$ cat config.mk
export PLATFORM = sky130hd
export DESIGN_NAME = mfvn_ram
export DESIGN_NICKNAME = d
export VERILOG_FILES = /design/src/hw/rtl/mfvn_ram.sv
export SDC_FILE = /design/constraint.sdc
export NUM_CORES = 1
export LEC_CHECK = 0
export ABC_AREA = 1
export BUFFER_PORTS_ARGS = -buffer_cell sky130_fd_sc_hd__buf_2
export CORE_MARGIN = 3
export CORE_UTILIZATION = 52
export DETAILED_ROUTE_END_ITERATION = 8
export PLACE_DENSITY_LB_ADDON = 0.2
export SLEW_MARGIN = 25
export SYNTH_ARGS = -nofsm -noshare
export SYNTH_HDL_FRONTEND = slang
export SYNTH_SLANG_ARGS = --single-unit
$ cat constraint.sdc
create_clock -name clk -period 0.93 [get_ports clk]
set_input_delay 0.0465 -clock clk [delete_from_list [all_inputs] [get_ports clk]]
set_output_delay 0.0465 -clock clk [all_outputs]
set_load 0.01 [all_outputs]
$ cat src/hw/rtl/mfvn_ram.sv
// Generic simple dual-port RAM with a registered read port.
`default_nettype none
module mfvn_ram #(
  parameter int WIDTH = 8,
  parameter int DEPTH = 16
) (
  input  wire logic                     clk,
  input  wire logic                     wr_en,
  input  wire logic [$clog2(DEPTH)-1:0] wr_addr,
  input  wire logic [WIDTH-1:0]         wr_data,
  input  wire logic [$clog2(DEPTH)-1:0] rd_addr,
  output logic      [WIDTH-1:0]         rd_data
);

  logic [WIDTH-1:0] mem [DEPTH];
  logic [WIDTH-1:0] rd_data_r;

  always_ff @(posedge clk) begin
    if (wr_en) begin
      mem[wr_addr] <= wr_data;
    end
    rd_data_r <= mem[rd_addr];
  end

  assign rd_data = rd_data_r;

endmodule
`default_nettype wire

==> results.json <==
{
  "fmax_mhz": 977.2,
  "synthFlopType": "edfxtp_1",
  "wl_per_cell_um": 18.27,
  "finalWirelength_um": 13870,
  "p_leak_nw": 3.174,
  "root_buffer": "clkbuf_8",
  "maxSlewViolCount": 0,
  "synth_nets": 569,
  "gp_congestion": 0.8738,
  "crit_fanout": 1,
  "start_util_pct": 54.63,
  "synth-seq-area-share_pct": 69.43,
  "die_area_um2": 12390,
  "ys_top_cells_by_area": "edfxtp_1 67%, nand2_1 11%, nand3_1 8.4%",
  "critical_path_class": "flip-flop to output pin",
  "status": "finished with violations",
  "yosysWarnings": 0,
  "fill_cells": 747,
  "grt_pass1_wl_um": 21630,
  "die_y_um": 111.3,
  "rsz0062_at_grt": "yes",
  "post_cts_buffers": 0,
  "min_period_ns": 1.023,
  "first_pass_iters": 5,
  "final_util_pct": 69.10,
  "max_cap_viol_count": 0,
  "synth.most_common_cell": "nand2_1",
  "final-instance-count-excl-fill": 759,
  "diodes": 0,
  "critPathBufInv": 1,
  "drive_gt1_share_pct": 24.40,
  "grt_usage_pct": 23.28,
  "grt_pass1_vias": 3802,
  "yosys.area.top_type": "edfxtp_1",
  "crit_chain": "buf_6",
  "ys_ff_latch": 136,
  "syn_area_um2": 5767,
  "core_um2": 10560,
  "fin_setup_tns_ns": -0.5815,
  "grt_max_degree": 46,
  "irDropWorstVdd_v": 0.001263,
  "vias_per_cell": 5.252,
  "worst_pin_slew_ns": 0.4008,
  "cp_slowest_cell": "dfxtp_2",
  "syn_area_per_cell_um2": 10.47,
  "synth_edf_count": 128,
  "clock_path_buffers": 2,
  "max_stage_delay_ns": 0.36,
  "synth_cell_types": 12,
  "setup_viol": 12,
  "cts_tree": "done",
  "synth_async_sr_flop_share_pct": 0,
  "skew_ns": 0.006321,
  "cts_max_level": 4,
  "fin_nets": 628,
  "clock_sinks": 136,
  "cp-start-kind": "flip-flop",
  "cts_buffers": 17,
  "drc_errors": 0,
  "worst_slew_margin_rel_pct": 73.25,
  "holdWs_ns": 0.02004,
  "synth_top_cell_area_share_pct": 66.65,
  "required_ns": 0.88,
  "power_density_nw_per_um2": 2163,
  "fin_crit_sh_pct": 110.0,
  "worst_slack_ns": -0.09334,
  "port_buffers": 25,
  "area_delta_synth_final_pct": 26.47,
  "synthTopCellsByCount": "173 x nand2_1, 128 x edfxtp_1, 100 x inv_1",
  "antenna_found_initial": 0,
  "clkTransAtPathRegs_ns": 0.06,
  "ant_nets": 0,
  "critPathCaptureType": "output pin",
  "num_rows": 37,
  "io-pin-count": 26,
  "overflow": 0,
  "vias": 3986,
  "violations": "setup timing",
  "dr.first_iter.drc_count": 420,
  "hold_viol": 0,
  "dp_hpwl_um": 8268,
  "clkLatencyLatePin_ns": 0.52,
  "fp.dieW_um": 111.3,
  "crit_family": "flip-flops",
  "hp-class": "input port to flip-flop",
  "synthCells": 551,
  "arrival_ns": 0.98,
  "dp_cells": 717
}
[metrics by stage]
step,total power (W),instance area [um^2],setup WS (ns)
final,0.01578,7293,-0.09334
after global routing,0.01625,7293,-0.1210
after CTS,0.01578,7121,-0.1106
after detailed placement,0.007937,6213,-0.1541
after global placement,0.007920,6213,-0.1515
after floorplan,0.007520,5779,-0.06734
[where the power goes]
group          internal [W]  switching [W]  total [W]
Combinational      0.000383       0.000696    0.00108
Clock               0.00537        0.00242    0.00779
Sequential          0.00686      0.0000475    0.00691
[path summary, 6_finish.rpt]
check / start / endpoint / slack, ns / cells past startpoint
max: rd_data[0] / rd_data[0] / -0.09 / 1
min: rd_addr[1] / rd_data[1] / 0.02 / 5
max reg2reg: mem[3][4] / rd_data[4] / -0.05 / 6
min reg2reg: mem[12][7] / rd_data[7] / 0.68 / 6
[layer usage]
layer / track usage [%] / wire [um] / vias to the layer above
li1: - / - / 1892
met1: 32.53 / 5847 / 1908
met2: 37.39 / 6773 / 168
met3: 5.186 / 1071 / 18
met4: 6.083 / 174 / 0
met5: 0 / 0 / -
[cells by family after synthesis]
group / Yosys count / synth area share, %
buf+inv: 126 / 9.525
flops: 136 / 69.43
simple gates: 289 / 21.05
[cells in the final DEF (no fill, tap or decap), types with 7 or more instances in the layout]
cell type / n
nand2_1: 166
edfxtp_1: 128
inv_1: 98
nand3_1: 52
nand3_2: 45
buf_4: 22
buf_2: 20
clkbuf_16: 16
nor2_1: 12
dlygate4sd3_1: 10
nand2_2: 7
bufinv_16: 7
buf_12: 7
[registers in the layout, summed over array words and instances, names as in the netlist]
register	flops
rd_data	8
mem	128
[final cells by class]
| cell class | count | area, um^2 | area share [%] |
|---|---|---|---|
| clock buffer | 20 | 455.4 | 6.245 |
| clock inverter | 12 | 244.0 | 3.345 |
| inverter | 102 | 382.9 | 5.250 |
| multi-input combinational | 289 | 1469 | 20.14 |
| sequential | 136 | 4010 | 54.98 |
| tap | 136 | 170.2 | 2.333 |
| timing repair buffer | 64 | 561.8 | 7.703 |
[timing repair]
item	4_1_cts	5_1_grt
setup endpoints to repair	15	16
pin swaps	15	22
endpoints found under the hold margin	134	0
gates resized for setup	25	40
hold buffers	10	0
gates cloned	0	0
No activity file was read; power rests on OpenSTA's default activity.
